File: src/rtl/ccg_pkg.sv
// ----------------------------------------------------------------------------
// ccg_pkg
// Shared types and constants of the coulomb-counting charge gauge.
// ----------------------------------------------------------------------------
package ccg_pkg;

  localparam int LEVEL_W = 14;
  localparam int EPOCH_W = 32;
  localparam int OP_W    = 3;
  localparam int STAT_W  = 3;
  localparam int CFG_DW  = 32;
  localparam int CFG_AW  = 3;
  localparam int DIV_STEPS = LEVEL_W;

  localparam logic [LEVEL_W-1:0] FULL_LEVEL = 14'd10000;

  localparam int CAP_CHANGE_TOL = 100;
  localparam int SEED_TOL       = 10;
  localparam int RESET_CAP_MIN  = 100;

  // Operation codes of an input item.
  localparam logic [OP_W-1:0] OP_SAMPLE     = 3'd0;
  localparam logic [OP_W-1:0] OP_RESET_FULL = 3'd1;
  localparam logic [OP_W-1:0] OP_RESTORE    = 3'd2;
  localparam logic [OP_W-1:0] OP_SEED       = 3'd3;
  localparam logic [OP_W-1:0] OP_CAP_CHANGE = 3'd4;

  // Status codes of a result item.
  localparam logic [STAT_W-1:0] ST_TRACKED     = 3'd0;
  localparam logic [STAT_W-1:0] ST_PASSTHROUGH = 3'd1;
  localparam logic [STAT_W-1:0] ST_RESET_FULL  = 3'd2;
  localparam logic [STAT_W-1:0] ST_ACCEPTED    = 3'd3;
  localparam logic [STAT_W-1:0] ST_REJECTED    = 3'd4;

  // Configuration register indexes (paddr bit 2).
  localparam logic REG_SMART_MODE = 1'b0;
  localparam logic REG_PACK_CAP   = 1'b1;

  typedef struct packed {
    logic capture;
    logic exec;
    logic div_start;
    logic load_out;
  } ccg_cmd_t;

  typedef struct packed {
    logic div_done;
  } ccg_sts_t;

endpackage

File: src/rtl/coulomb_counting_charge_gauge_unit.sv
// ----------------------------------------------------------------------------
// coulomb_counting_charge_gauge_unit
// Coulomb-counting battery gauge: integrates net charge and reports percent.
//
//   port group  direction  handshake          contents
//   in_*        input      in_valid/in_stall   operation and sample fields
//   out_*       output     out_valid/out_stall charge percent, mAh, epoch, status
//   APB         input      psel/penable        smart_mode, pack_capacity_mah
//
// An item's result is offered after the capture, update and divide steps, and
// the next item is accepted only once that result is in the result register,
// so items are not overlapped. The 14-step serial divider that forms
// remaining * 10000 / capacity takes most of that time.
// Reset is synchronous and active low and leaves the tracker empty.
// A stalled result holds the unit after its divide until the result is taken.
// ----------------------------------------------------------------------------
module coulomb_counting_charge_gauge_unit import ccg_pkg::*; #(
  parameter int CHARGE_BITS = 24
) (
  input  logic                   clk,
  input  logic                   rst_n,
  input  logic                   psel,
  input  logic                   penable,
  input  logic                   pwrite,
  input  logic [CFG_AW-1:0]      paddr,
  input  logic [CFG_DW-1:0]      pwdata,
  output logic [CFG_DW-1:0]      prdata,
  output logic                   pready,
  input  logic                   in_valid,
  output logic                   in_stall,
  input  logic [OP_W-1:0]        in_operation,
  input  logic [LEVEL_W-1:0]     in_controller_level,
  input  logic [CHARGE_BITS-1:0] in_discharged_mah,
  input  logic [CHARGE_BITS-1:0] in_regenerated_mah,
  input  logic [CHARGE_BITS-1:0] in_stored_remaining_mah,
  input  logic [CHARGE_BITS-1:0] in_stored_capacity_mah,
  input  logic [EPOCH_W-1:0]     in_stored_epoch,
  output logic                   out_valid,
  input  logic                   out_stall,
  output logic [LEVEL_W-1:0]     out_charge_percent,
  output logic [CHARGE_BITS-1:0] out_remaining_mah,
  output logic [EPOCH_W-1:0]     out_current_epoch,
  output logic [STAT_W-1:0]      out_status
);

  logic                   smart_r;
  logic [CHARGE_BITS-1:0] cap_r;
  logic                   cfg_wr;
  ccg_cmd_t               cmd;
  ccg_sts_t               sts;

  assign pready = 1'b1;
  assign cfg_wr = psel && penable && pwrite;

  always_ff @(posedge clk) begin
    if (!rst_n) begin
      smart_r <= 1'b0;
      cap_r   <= '0;
    end else if (cfg_wr) begin
      if (paddr[2] == REG_SMART_MODE) begin
        smart_r <= pwdata[0];
      end else begin
        cap_r <= pwdata[CHARGE_BITS-1:0];
      end
    end
  end

  assign prdata = (paddr[2] == REG_PACK_CAP) ? CFG_DW'(cap_r) : CFG_DW'(smart_r);

  ccg_ctrl u_ctrl (
    .clk       (clk),
    .rst_n     (rst_n),
    .in_valid  (in_valid),
    .in_stall  (in_stall),
    .out_valid (out_valid),
    .out_stall (out_stall),
    .cmd       (cmd),
    .sts       (sts)
  );

  ccg_dpath #(
    .CHARGE_BITS(CHARGE_BITS)
  ) u_dpath (
    .clk                     (clk),
    .rst_n                   (rst_n),
    .cmd                     (cmd),
    .sts                     (sts),
    .smart_mode              (smart_r),
    .pack_cap                (cap_r),
    .in_operation            (in_operation),
    .in_controller_level     (in_controller_level),
    .in_discharged_mah       (in_discharged_mah),
    .in_regenerated_mah      (in_regenerated_mah),
    .in_stored_remaining_mah (in_stored_remaining_mah),
    .in_stored_capacity_mah  (in_stored_capacity_mah),
    .in_stored_epoch         (in_stored_epoch),
    .out_charge_percent      (out_charge_percent),
    .out_remaining_mah       (out_remaining_mah),
    .out_current_epoch       (out_current_epoch),
    .out_status              (out_status)
  );

endmodule

File: src/rtl/ccg_div.sv
// ----------------------------------------------------------------------------
// ccg_div
// Serial gauge divider: floor(num * 10000 / den), saturated at 10000, zero when den is zero.
// ----------------------------------------------------------------------------
module ccg_div import ccg_pkg::*; #(
  parameter int CHARGE_BITS = 24
) (
  input  logic                   clk,
  input  logic                   rst_n,
  input  logic                   start,
  input  logic [CHARGE_BITS-1:0] num,
  input  logic [CHARGE_BITS-1:0] den,
  output logic                   done,
  output logic [LEVEL_W-1:0]     quot
);

  localparam int PW = CHARGE_BITS + LEVEL_W;
  localparam int CW = $clog2(DIV_STEPS + 1);

  logic [PW-1:0]      part_r, part_nxt;
  logic [PW-1:0]      dsh_r, dsh_nxt;
  logic [LEVEL_W-1:0] q_r, q_nxt;
  logic [CW-1:0]      cnt_r, cnt_nxt;
  logic               busy_r, busy_nxt;
  logic               zero_r, zero_nxt;
  logic               sat_r, sat_nxt;
  logic               fits;

  // The divisor starts shifted up by 13; when num < den the quotient fits
  // in 14 bits, so one restoring step per quotient bit is enough.
  assign fits = (part_r >= dsh_r);

  always_comb begin
    part_nxt = part_r;
    dsh_nxt  = dsh_r;
    q_nxt    = q_r;
    cnt_nxt  = cnt_r;
    busy_nxt = busy_r;
    zero_nxt = zero_r;
    sat_nxt  = sat_r;
    if (start) begin
      part_nxt = PW'(num) * PW'(FULL_LEVEL);
      dsh_nxt  = PW'(den) << (DIV_STEPS - 1);
      q_nxt    = '0;
      cnt_nxt  = CW'(DIV_STEPS);
      busy_nxt = 1'b1;
      zero_nxt = (den == '0);
      sat_nxt  = (num >= den);
    end else if (busy_r) begin
      if (fits) begin
        part_nxt = part_r - dsh_r;
      end
      q_nxt   = {q_r[LEVEL_W-2:0], fits};
      dsh_nxt = dsh_r >> 1;
      cnt_nxt = cnt_r - CW'(1);
      if (cnt_r == CW'(1)) begin
        busy_nxt = 1'b0;
      end
    end
  end

  always_ff @(posedge clk) begin
    if (!rst_n) begin
      busy_r <= 1'b0;
      cnt_r  <= '0;
    end else begin
      busy_r <= busy_nxt;
      cnt_r  <= cnt_nxt;
    end
    part_r <= part_nxt;
    dsh_r  <= dsh_nxt;
    q_r    <= q_nxt;
    zero_r <= zero_nxt;
    sat_r  <= sat_nxt;
  end

  assign done = busy_r && (cnt_r == CW'(1));

  always_comb begin
    priority if (zero_r) begin
      quot = '0;
    end else if (sat_r) begin
      quot = FULL_LEVEL;
    end else begin
      quot = q_r;
    end
  end

endmodule

File: src/rtl/ccg_dpath.sv
// ----------------------------------------------------------------------------
// ccg_dpath
// Gauge datapath: item capture, tracker state update, divider, result register.
// ----------------------------------------------------------------------------
module ccg_dpath import ccg_pkg::*; #(
  parameter int CHARGE_BITS = 24
) (
  input  logic                   clk,
  input  logic                   rst_n,
  input  ccg_cmd_t               cmd,
  output ccg_sts_t               sts,
  input  logic                   smart_mode,
  input  logic [CHARGE_BITS-1:0] pack_cap,
  input  logic [OP_W-1:0]        in_operation,
  input  logic [LEVEL_W-1:0]     in_controller_level,
  input  logic [CHARGE_BITS-1:0] in_discharged_mah,
  input  logic [CHARGE_BITS-1:0] in_regenerated_mah,
  input  logic [CHARGE_BITS-1:0] in_stored_remaining_mah,
  input  logic [CHARGE_BITS-1:0] in_stored_capacity_mah,
  input  logic [EPOCH_W-1:0]     in_stored_epoch,
  output logic [LEVEL_W-1:0]     out_charge_percent,
  output logic [CHARGE_BITS-1:0] out_remaining_mah,
  output logic [EPOCH_W-1:0]     out_current_epoch,
  output logic [STAT_W-1:0]      out_status
);

  localparam int CB = CHARGE_BITS;
  localparam int SW = CB + 3;

  // Captured item.
  logic [OP_W-1:0]       op_r;
  logic [LEVEL_W-1:0]    level_r;
  logic [CB-1:0]         srem_r, scap_r;
  logic [EPOCH_W-1:0]    sepoch_r;
  logic signed [CB:0]    net_r, net_in;

  // Tracker state.
  logic [CB-1:0]         remaining_r, remaining_nxt;
  logic [CB-1:0]         tracked_r, tracked_nxt;
  logic signed [CB:0]    last_net_r, last_net_nxt;
  logic [LEVEL_W-1:0]    last_level_r, last_level_nxt;
  logic [EPOCH_W-1:0]    epoch_r, epoch_nxt;
  logic                  init_r, init_nxt;
  logic                  first_r, first_nxt;
  logic                  cap_pend_r, cap_pend_nxt;

  // Per-item outcome.
  logic [STAT_W-1:0]     status_r, status_nxt;
  logic                  direct_r, direct_nxt;
  logic                  use_pack_r, use_pack_nxt;

  // Result register.
  logic [LEVEL_W-1:0]    res_pct_r;
  logic [CB-1:0]         res_rem_r;
  logic [EPOCH_W-1:0]    res_epoch_r;
  logic [STAT_W-1:0]     res_status_r;

  logic [LEVEL_W-1:0]    level_sat;
  logic                  cap_diff_big, seed_bad, do_full;
  logic [LEVEL_W-1:0]    full_level;
  logic [CB-1:0]         full_cap, reset_cap, rem_clamped;
  logic signed [CB:0]    base;
  logic signed [SW-1:0]  rem_calc, cap_s;
  logic [CB-1:0]         div_den;
  logic [LEVEL_W-1:0]    div_quot;

  assign net_in = $signed({1'b0, in_discharged_mah}) - $signed({1'b0, in_regenerated_mah});

  assign level_sat = (level_r > FULL_LEVEL) ? FULL_LEVEL : level_r;

  assign cap_diff_big = ({1'b0, tracked_r} > ({1'b0, pack_cap} + (CB+1)'(CAP_CHANGE_TOL))) ||
                        ({1'b0, pack_cap} > ({1'b0, tracked_r} + (CB+1)'(CAP_CHANGE_TOL)));

  assign seed_bad = !init_r || (sepoch_r != epoch_r) ||
                    ((tracked_r != '0) &&
                     ({1'b0, srem_r} > ({1'b0, tracked_r} + (CB+1)'(SEED_TOL))));

  assign reset_cap = (tracked_r > CB'(RESET_CAP_MIN)) ? tracked_r : pack_cap;

  // The first sample after a restore or reset takes its own net charge as
  // the baseline, so it removes nothing from the remaining charge.
  assign base     = first_r ? net_r : last_net_r;
  assign rem_calc = SW'($signed({1'b0, remaining_r})) - SW'(net_r) + SW'(base);
  assign cap_s    = SW'($signed({1'b0, pack_cap}));

  always_comb begin
    if (rem_calc < 0) begin
      rem_clamped = '0;
    end else if (rem_calc > cap_s) begin
      rem_clamped = pack_cap;
    end else begin
      rem_clamped = rem_calc[CB-1:0];
    end
  end

  always_comb begin
    remaining_nxt  = remaining_r;
    tracked_nxt    = tracked_r;
    last_net_nxt   = last_net_r;
    last_level_nxt = last_level_r;
    epoch_nxt      = epoch_r;
    init_nxt       = init_r;
    first_nxt      = first_r;
    cap_pend_nxt   = cap_pend_r;
    status_nxt     = status_r;
    direct_nxt     = direct_r;
    use_pack_nxt   = use_pack_r;
    do_full        = 1'b0;
    full_level     = last_level_r;
    full_cap       = reset_cap;
    if (cmd.exec) begin
      direct_nxt   = 1'b0;
      use_pack_nxt = 1'b0;
      status_nxt   = ST_TRACKED;
      if (op_r == OP_SAMPLE) begin
        if (!smart_mode || (pack_cap == '0)) begin
          direct_nxt = 1'b1;
          status_nxt = ST_PASSTHROUGH;
        end else if (cap_pend_r || !init_r || ((tracked_r != '0) && cap_diff_big)) begin
          do_full    = 1'b1;
          full_level = level_r;
          full_cap   = pack_cap;
          direct_nxt = 1'b1;
          status_nxt = ST_RESET_FULL;
        end else begin
          remaining_nxt  = rem_clamped;
          last_level_nxt = level_r;
          last_net_nxt   = net_r;
          first_nxt      = 1'b0;
          use_pack_nxt   = 1'b1;
        end
      end else begin
        unique case (op_r)
          OP_RESET_FULL: begin
            do_full    = 1'b1;
            status_nxt = ST_RESET_FULL;
          end
          OP_RESTORE: begin
            remaining_nxt = srem_r;
            tracked_nxt   = scap_r;
            epoch_nxt     = sepoch_r;
            init_nxt      = 1'b1;
            last_net_nxt  = '0;
            first_nxt     = 1'b1;
            cap_pend_nxt  = 1'b0;
            status_nxt    = ST_ACCEPTED;
          end
          OP_SEED: begin
            if (seed_bad) begin
              status_nxt = ST_REJECTED;
            end else begin
              remaining_nxt = srem_r;
              status_nxt    = ST_ACCEPTED;
            end
          end
          OP_CAP_CHANGE: begin
            cap_pend_nxt = 1'b1;
          end
          default: begin
          end
        endcase
      end
      if (do_full) begin
        remaining_nxt  = full_cap;
        tracked_nxt    = full_cap;
        last_level_nxt = full_level;
        last_net_nxt   = '0;
        first_nxt      = 1'b1;
        cap_pend_nxt   = 1'b0;
        init_nxt       = 1'b1;
        epoch_nxt      = epoch_r + EPOCH_W'(1);
      end
    end
  end

  always_ff @(posedge clk) begin
    if (!rst_n) begin
      remaining_r  <= '0;
      tracked_r    <= '0;
      last_net_r   <= '0;
      last_level_r <= '0;
      epoch_r      <= '0;
      init_r       <= 1'b0;
      first_r      <= 1'b1;
      cap_pend_r   <= 1'b0;
    end else begin
      remaining_r  <= remaining_nxt;
      tracked_r    <= tracked_nxt;
      last_net_r   <= last_net_nxt;
      last_level_r <= last_level_nxt;
      epoch_r      <= epoch_nxt;
      init_r       <= init_nxt;
      first_r      <= first_nxt;
      cap_pend_r   <= cap_pend_nxt;
    end
    status_r   <= status_nxt;
    direct_r   <= direct_nxt;
    use_pack_r <= use_pack_nxt;
    if (cmd.capture) begin
      op_r     <= in_operation;
      level_r  <= in_controller_level;
      srem_r   <= in_stored_remaining_mah;
      scap_r   <= in_stored_capacity_mah;
      sepoch_r <= in_stored_epoch;
      net_r    <= net_in;
    end
    if (cmd.load_out) begin
      res_pct_r    <= direct_r ? level_sat : div_quot;
      res_rem_r    <= remaining_r;
      res_epoch_r  <= epoch_r;
      res_status_r <= status_r;
    end
  end

  assign div_den = use_pack_r ? pack_cap : tracked_r;

  ccg_div #(
    .CHARGE_BITS(CHARGE_BITS)
  ) u_div (
    .clk   (clk),
    .rst_n (rst_n),
    .start (cmd.div_start),
    .num   (remaining_r),
    .den   (div_den),
    .done  (sts.div_done),
    .quot  (div_quot)
  );

  assign out_charge_percent = res_pct_r;
  assign out_remaining_mah  = res_rem_r;
  assign out_current_epoch  = res_epoch_r;
  assign out_status         = res_status_r;

endmodule

File: src/rtl/ccg_ctrl.sv
// ----------------------------------------------------------------------------
// ccg_ctrl
// Gauge sequencer: item handshake, update and divide steps, result handoff.
// ----------------------------------------------------------------------------
module ccg_ctrl import ccg_pkg::*; (
  input  logic     clk,
  input  logic     rst_n,
  input  logic     in_valid,
  output logic     in_stall,
  output logic     out_valid,
  input  logic     out_stall,
  output ccg_cmd_t cmd,
  input  ccg_sts_t sts
);

  typedef enum logic [2:0] {
    S_IDLE,
    S_EXEC,
    S_START,
    S_DIV,
    S_FINISH
  } state_t;

  state_t state_r, state_nxt;
  logic   out_valid_r, out_valid_nxt;
  logic   out_free;

  // The result register may be reloaded once the previous item is taken.
  assign out_free = !out_valid_r || !out_stall;

  always_comb begin
    state_nxt     = state_r;
    out_valid_nxt = out_valid_r && out_stall;
    cmd           = '0;
    unique case (state_r)
      S_IDLE: begin
        if (in_valid) begin
          cmd.capture = 1'b1;
          state_nxt   = S_EXEC;
        end
      end
      S_EXEC: begin
        cmd.exec  = 1'b1;
        state_nxt = S_START;
      end
      S_START: begin
        cmd.div_start = 1'b1;
        state_nxt     = S_DIV;
      end
      S_DIV: begin
        if (sts.div_done) begin
          state_nxt = S_FINISH;
        end
      end
      S_FINISH: begin
        if (out_free) begin
          cmd.load_out  = 1'b1;
          out_valid_nxt = 1'b1;
          state_nxt     = S_IDLE;
        end
      end
      default: begin
        state_nxt = S_IDLE;
      end
    endcase
  end

  always_ff @(posedge clk) begin
    if (!rst_n) begin
      state_r     <= S_IDLE;
      out_valid_r <= 1'b0;
    end else begin
      state_r     <= state_nxt;
      out_valid_r <= out_valid_nxt;
    end
  end

  assign in_stall  = (state_r != S_IDLE);
  assign out_valid = out_valid_r;

endmodule

File: config.mk
export PLATFORM = sky130hd
export DESIGN_NAME = coulomb_counting_charge_gauge_unit
export DESIGN_NICKNAME = d
export VERILOG_FILES = /design/src/rtl/ccg_pkg.sv /design/src/rtl/coulomb_counting_charge_gauge_unit.sv /design/src/rtl/ccg_div.sv /design/src/rtl/ccg_dpath.sv /design/src/rtl/ccg_ctrl.sv
export SDC_FILE = /design/constraint.sdc
export NUM_CORES = 1
export LEC_CHECK = 0
export ABC_AREA = 1
export CAP_MARGIN = 20
export CELL_PAD_IN_SITES_DETAIL_PLACEMENT = 1
export CELL_PAD_IN_SITES_GLOBAL_PLACEMENT = 1
export CORE_ASPECT_RATIO = 0.7
export CORE_MARGIN = 2
export CORE_UTILIZATION = 40
export CTS_BUF_LIST = sky130_fd_sc_hd__clkbuf_4 sky130_fd_sc_hd__clkbuf_8 sky130_fd_sc_hd__clkbuf_16
export DETAILED_ROUTE_END_ITERATION = 12
export DONT_BUFFER_PORTS = 1
export GPL_ROUTABILITY_DRIVEN = 0
export GPL_TIMING_DRIVEN = 0
export HOLD_SLACK_MARGIN = 0.03
export PLACE_DENSITY = 0.65
export SLEW_MARGIN = 20
export SYNTH_ARGS = -nofsm -noshare
export SYNTH_HDL_FRONTEND = slang
export SYNTH_SLANG_ARGS = --single-unit
File: constraint.sdc
create_clock -name clk -period 11.2 [get_ports clk]
set_input_delay 0.56 -clock clk [delete_from_list [all_inputs] [get_ports clk]]
set_output_delay 0.56 -clock clk [all_outputs]
set_load 0.1 [all_outputs]
== Word level (Yosys, flattened, before mapping) ==
Index checks and enable logic that the tools add are counted.
Storage, ports and cells
  ROM bits: 0
  register bits after elaboration: 433
  memories: 0
  latch bits: 0
  output and inout port bits: 108
  RAM bits: 0
  input bits: 187
Cells by class
  $mul: 1
  muxes and demuxes: 74
  $lt $le $gt $ge: 9
  bitwise logic cells: 3
  equal/unequal tests: 17
  div/mod/pow operators: 0
  add/subtract/negate cells: 9
  reductions and logical operators: 40
  shift operators: 0
Operators by type and width (count)
  $mux 24: 16
  $mux 25: 6
  $mux 38: 3
  $mux 32: 3
  $gt 24x25->1: 3
  $mux 37: 2
  $mux 14: 4
  $add 24x7->25 const B: 2
  $logic_not 24->1: 2
  $pmux 24 s2: 1
  $ge 38x37->1: 1
  $sub 38x37->38: 1
  $mul 24x10->34 const B: 1
  $add 32x1->32 const B: 1
  $ne 32x32->1: 1
  $add 26x25->27: 1
  $gt 27x25->1: 1
  $lt 27x1->1 const B: 1
  $mux 1: 27
  $sub 25x25->26: 1
  $add 24x4->25 const B: 1
  $sub 24x24->25: 1
  $ge 24x24->1: 1
  $gt 24x7->1 const B: 1
  other kinds (30): 71

== Longest topological paths before layout ==
  depth in word-level cells: 11
  depth in mapped cells: 38
  mapped depth without buffers: 36

== Cells and area by module ==
A second synthesis with hierarchy kept.
Unflattened totals
  cell total of the unflattened synthesis: 4572
  area, all modules: 34244.1 µm²
Modules (own cells, without submodules)
  ccg_dpath: sequential area each 8167.8 µm², cells an instance 2619, instances 1, area each 20782.4 µm²
  ccg_div: sequential area each 2522.4 µm², cells an instance 1692, instances 1, area each 11877.6 µm²
  coulomb_counting_charge_gauge_unit: sequential area each 500.5 µm², cells an instance 227, instances 1, area each 1370.1 µm²
  ccg_ctrl: sequential area each 80.1 µm², cells an instance 34, instances 1, area each 214.0 µm²

== Worst setup path after synthesis ==
Ideal clock, no wire load.
  kind: flip-flop to flip-flop
  start: register u_ctrl.state_r[0]
  end: register u_dpath.level_r[0] (enable)
  stages on the path, launching flop included: 4
  period minus slack after synthesis: 6994 ps
  slack: 4206 ps
  path buffers: 0
  setup time: 603 ps
  required time: 10597 ps
  data arrival time: 6392 ps
  path through: dfxtp_1 nor2_1 nand2_1 nor2_1
RTL lines
  start, declared: line ccg_ctrl.sv:24  | state_t state_r, state_nxt;
  start signal, assigned: line ccg_ctrl.sv:73  | state_r <= state_nxt;
  end signal, assigned: line ccg_dpath.sv:201  | level_r <= in_controller_level;
  end, declared: line ccg_dpath.sv:32  | logic [LEVEL_W-1:0] level_r;

== Worst setup path after layout ==
  start: register u_dpath.first_r
  end: register u_dpath.remaining_r[20]
On the way
  longest elaborated chain between the ends: 9
RTL lines
  start, declared: line ccg_dpath.sv:44  | logic first_r, first_nxt;
  start signal, assigned: line ccg_dpath.sv:193  | first_r <= first_nxt;
  $mux 25 (*): line ccg_dpath.sv:82  | assign base = first_r ? net_r : last_net_r;
  $add 26x25->27 (*): line ccg_dpath.sv:83  | assign rem_calc = SW'($signed({1'b0, remaining_r})) - SW'(net_r) + SW'(base);
  $gt 27x25->1: line ccg_dpath.sv:89  | end else if (rem_calc > cap_s) begin
  $mux 24: line ccg_dpath.sv:89
  $mux 24 (*): line ccg_dpath.sv:87  | if (rem_calc < 0) begin
  $mux 24 (*): line ccg_dpath.sv:119  | end else if (cap_pend_r || !init_r || ((tracked_r != '0) && cap_diff_big)) begin
  $mux 24 (*): line ccg_dpath.sv:116  | if (!smart_mode || (pack_cap == '0)) begin
  $mux 24 (*): line ccg_dpath.sv:115  | if (op_r == OP_SAMPLE) begin
  $mux 24 (*): line ccg_dpath.sv:163  | if (do_full) begin
  end signal, assigned: line ccg_dpath.sv:187  | remaining_r <= remaining_nxt;
  end, declared: line ccg_dpath.sv:38  | logic [CB-1:0] remaining_r, remaining_nxt;
Mark *: on every way between the ends. The rest lies on a longest branch, timed or not. The select of a mux whose other input is x is not followed.
A chain may end at the register's enable or synchronous reset.

==> results.yml <==
clock_tree:
  clockBufferDepth: 3
  numCtsBuffers: 48
  clkTransAtPathRegs_ns: 0.07
  cts_tree: "yes"
  clockRootBuffer: "clkbuf_16"
  h-tree-depth: 2
  clock_latency_ns: 0.67
  clock-sinks: 433
  postCtsSetupRepairBufs: 0
power:
  peakVddDrop_mv: 0.156
  intPower_mw: 4.34
  pwr-share-comb_pct: 50.9
  sw_frac_of_total_pct: 46.6
  p_per_area_nw_per_um2: 220
  switching_power_mw: 3.79
  leakagePower_nw: 17.1
  pwr-share-clk_pct: 21.0
  seqPwrFrac_pct: 28.1
  power.total_mw: 8.13
final_layout:
  area_growth_pct: 13.1
  final_nets: 4889
  fillers: 9853
  fin_area_um2: 37000
  drive_gt1_share_pct: 5.57
  final_cells: 5416
  finish.utilization_pct: 45.8
logic_synthesis:
  synth_commonest_cells: "nand2_1, inv_1, a21oi_1"
  synth_flop_cell: "edfxtp_1"
  synth_edf_count: 260
  synthCells: 4142
  avgSynthCellArea_um2: 7.90
  ys_ff_latch: 433
  yosysWarnings: 0
  yosysTopAreaCellShare_pct: 23.9
  syn_area_um2: 32700
  netlist_top_cells_area: "edfxtp_1, ha_1, dfxtp_1, nand2_1, inv_1"
  seq_area_frac_synth_pct: 34.5
  synth_most_common_cell: "nand2_1"
  synth-async-reset-ratio_pct: 0
  yosysUniqueCellTypes: 67
  synth_top_area_cell: "edfxtp_1"
die:
  die_h_um: 243
  initial_core_util_pct: 40.5
  ios: 295
  die_x_um: 346
  num_rows: 87
  core_area_um2: 80800
  dieArea_um2: 84100
critical_path:
  endpoint_kind: "flop"
  cp_data_required_time_ns: 11.76
  critPathArrivalTime_ns: 7.41
  slowest_stage: "clkbuf_1"
  worstSetupPathType: "reg2reg"
  cp_max_fo: 10
  worst_path_most_repeated_cell: "nand2_1"
  cp-start-kind: "flop"
  max_stage_delay_ns: 0.64
  reg2reg_depth: 33
timing:
  final-setup-viol-count: 0
  finalCriticalPeriod_ns: 6.85
  final_hold_viol_count: 0
  maxSlewHeadroom_pct: 22.8
  fmax_ghz: 0.146
  rsz0062_at_grt: "false"
  fin_crit_sh_pct: 61.1
  setup_slack_ns: 4.35
  finalSetupTns_ns: 0
  fin_worst_skew_ns: 0.0550
  final-max-slew-violation-count: 0
  holdWs_ns: 0.0761
  worst_pin_slew_ns: 1.16
placement:
  portBuffers: 0
  place_area_um2: 34300
  pre_cts_slack_ns: 4.51
  place_inst: 5226
  hpwl_mm: 102
routing:
  drtIter0Drc: 2420
  dr.pass1.iters: 5
  detail_route.vias_per_cell: 5.42
  vias: 29400
  ant_nets: 0
  drc: 0
  routed_wl_mm: 126
  wl_per_cell_um: 23.2
outcome:
  status: "finished clean"
flow_run:
  drv_cap: 0
grt:
  grt_pass1_wl_mm: 186
  grt_pass1_vias: 29200
  grt_use_total_pct: 29.5
  overflow: 0
  grt_max_degree: 30
  antenna_found_initial: 4
worst_hold_path:
  hold_depth: 2
  hold_class: "in2reg"
==> power by group through the flow <==
stage	registers (mW)	logic, mW	clock network (mW)
2_1_floorplan	2.21	2.90	0
3_3_place_gp	2.34	3.93	0
3_5_place_dp	2.31	4.04	0
4_1_cts	2.28	4.10	1.74
5_1_grt	2.31	4.67	1.79
6_report	2.28	4.14	1.71
==> final timing paths <==
path | from | end | slack [ns]
setup reg to reg | u_dpath.first_r$_SDFFE_PN1P_ | u_dpath.remaining_r[20]$_SDFFE_PN0P_ | 4.35
hold / removal | out_stall | u_ctrl.out_valid$_SDFF_PN0_ | 0.08
hold reg to reg | u_dpath.status_r[1]$_DFFE_PP_ | u_dpath.out_status[1]$_DFFE_PP_ | 0.42
setup / recovery | u_dpath.first_r$_SDFFE_PN1P_ | u_dpath.remaining_r[20]$_SDFFE_PN0P_ | 4.35
==> cell usage in the layout, fill, tap and decap left out, types with 16 or more instances in the layout <==
cell type,n
nor4_1,32
xor2_1,135
nand3_2,20
fa_1,85
buf_2,35
clkbuf_16,48
nand4_1,62
nor3_1,51
ha_1,312
clkbuf_1,69
a21oi_1,317
o21ai_0,267
nor2_1,235
dlygate4sd3_1,97
nand3_1,244
dfxtp_1,173
xnor2_1,49
edfxtp_1,260
nand2_1,824
inv_1,706
a31oi_1,16
mux2i_1,21
o21ai_1,17
==> sequential cells by signal, summed over array words and instances (netlist names), 24 cells and up <==
name,count
u_dpath.out_current_epoch,32
u_dpath.out_remaining_mah,24
u_dpath.remaining_r,24
u_dpath.srem_r,24
u_dpath.epoch_r,32
u_dpath.scap_r,24
cap_r,24
u_dpath.last_net_r,25
u_dpath.u_div.part_r,38
u_dpath.sepoch_r,32
u_dpath.u_div.dsh_r,37
u_dpath.tracked_r,24
u_dpath.net_r,25
==> routing by layer <==
metal / vias to the layer above / GRT usage (%) / part of all wire [%]
met3: 130 / 8.70 / 9.1
li1: 14000 / - / -
met2: 915 / 41.9 / 41
met5: - / 1.08 / 0.11
met4: 4 / 7.15 / 2.2
met1: 14400 / 43.2 / 48
==> critical path, delay by kind of cell, from the launching register on <==
kind                       cells  cell delay, ns
muxes                          1            0.19
DFF                            1            0.33
and+or+nand+nor               18            2.25
AOI/OAI and AO/OA              4            0.80
adders and majority gates      3            1.15
buffers and inverters          6            1.76
xor gates and xnor gates       1            0.29
==> area by class of cell <==
cell class / instances / area (um^2) / share of cell area [%]
sequential: 433 / 11300 / 30.5
clock buffer: 67 / 1390 / 3.75
clock inverter: 23 / 302 / 0.816
timing repair buffer: 106 / 1180 / 3.18
buffer: 136 / 676 / 1.83
antenna: 3 / 7.51 / 0.0203
multi-input combinational: 2862 / 18100 / 49.0
tap: 1068 / 1340 / 3.61
inverter: 718 / 2700 / 7.29
==> kinds of logic after synthesis <==
group / synth area share [%]
buffers and inverters: 10.3
AND/OR/NAND/NOR: 20.4
adder cells (fa/ha/maj): 17.1
AO/OA/AOI/OAI: 12.0
other: 0.0230
flip-flops: 34.5
multiplexers: 0.677
XOR/XNOR: 4.98
==> what timing repair did <==
item                                   CTS  global route
hold buffers                            97             0
setup endpoints to repair                0             0
resized for setup                        0             0
endpoints found under the hold margin   97             0
Note: power is estimated with default switching activity, not from simulation.
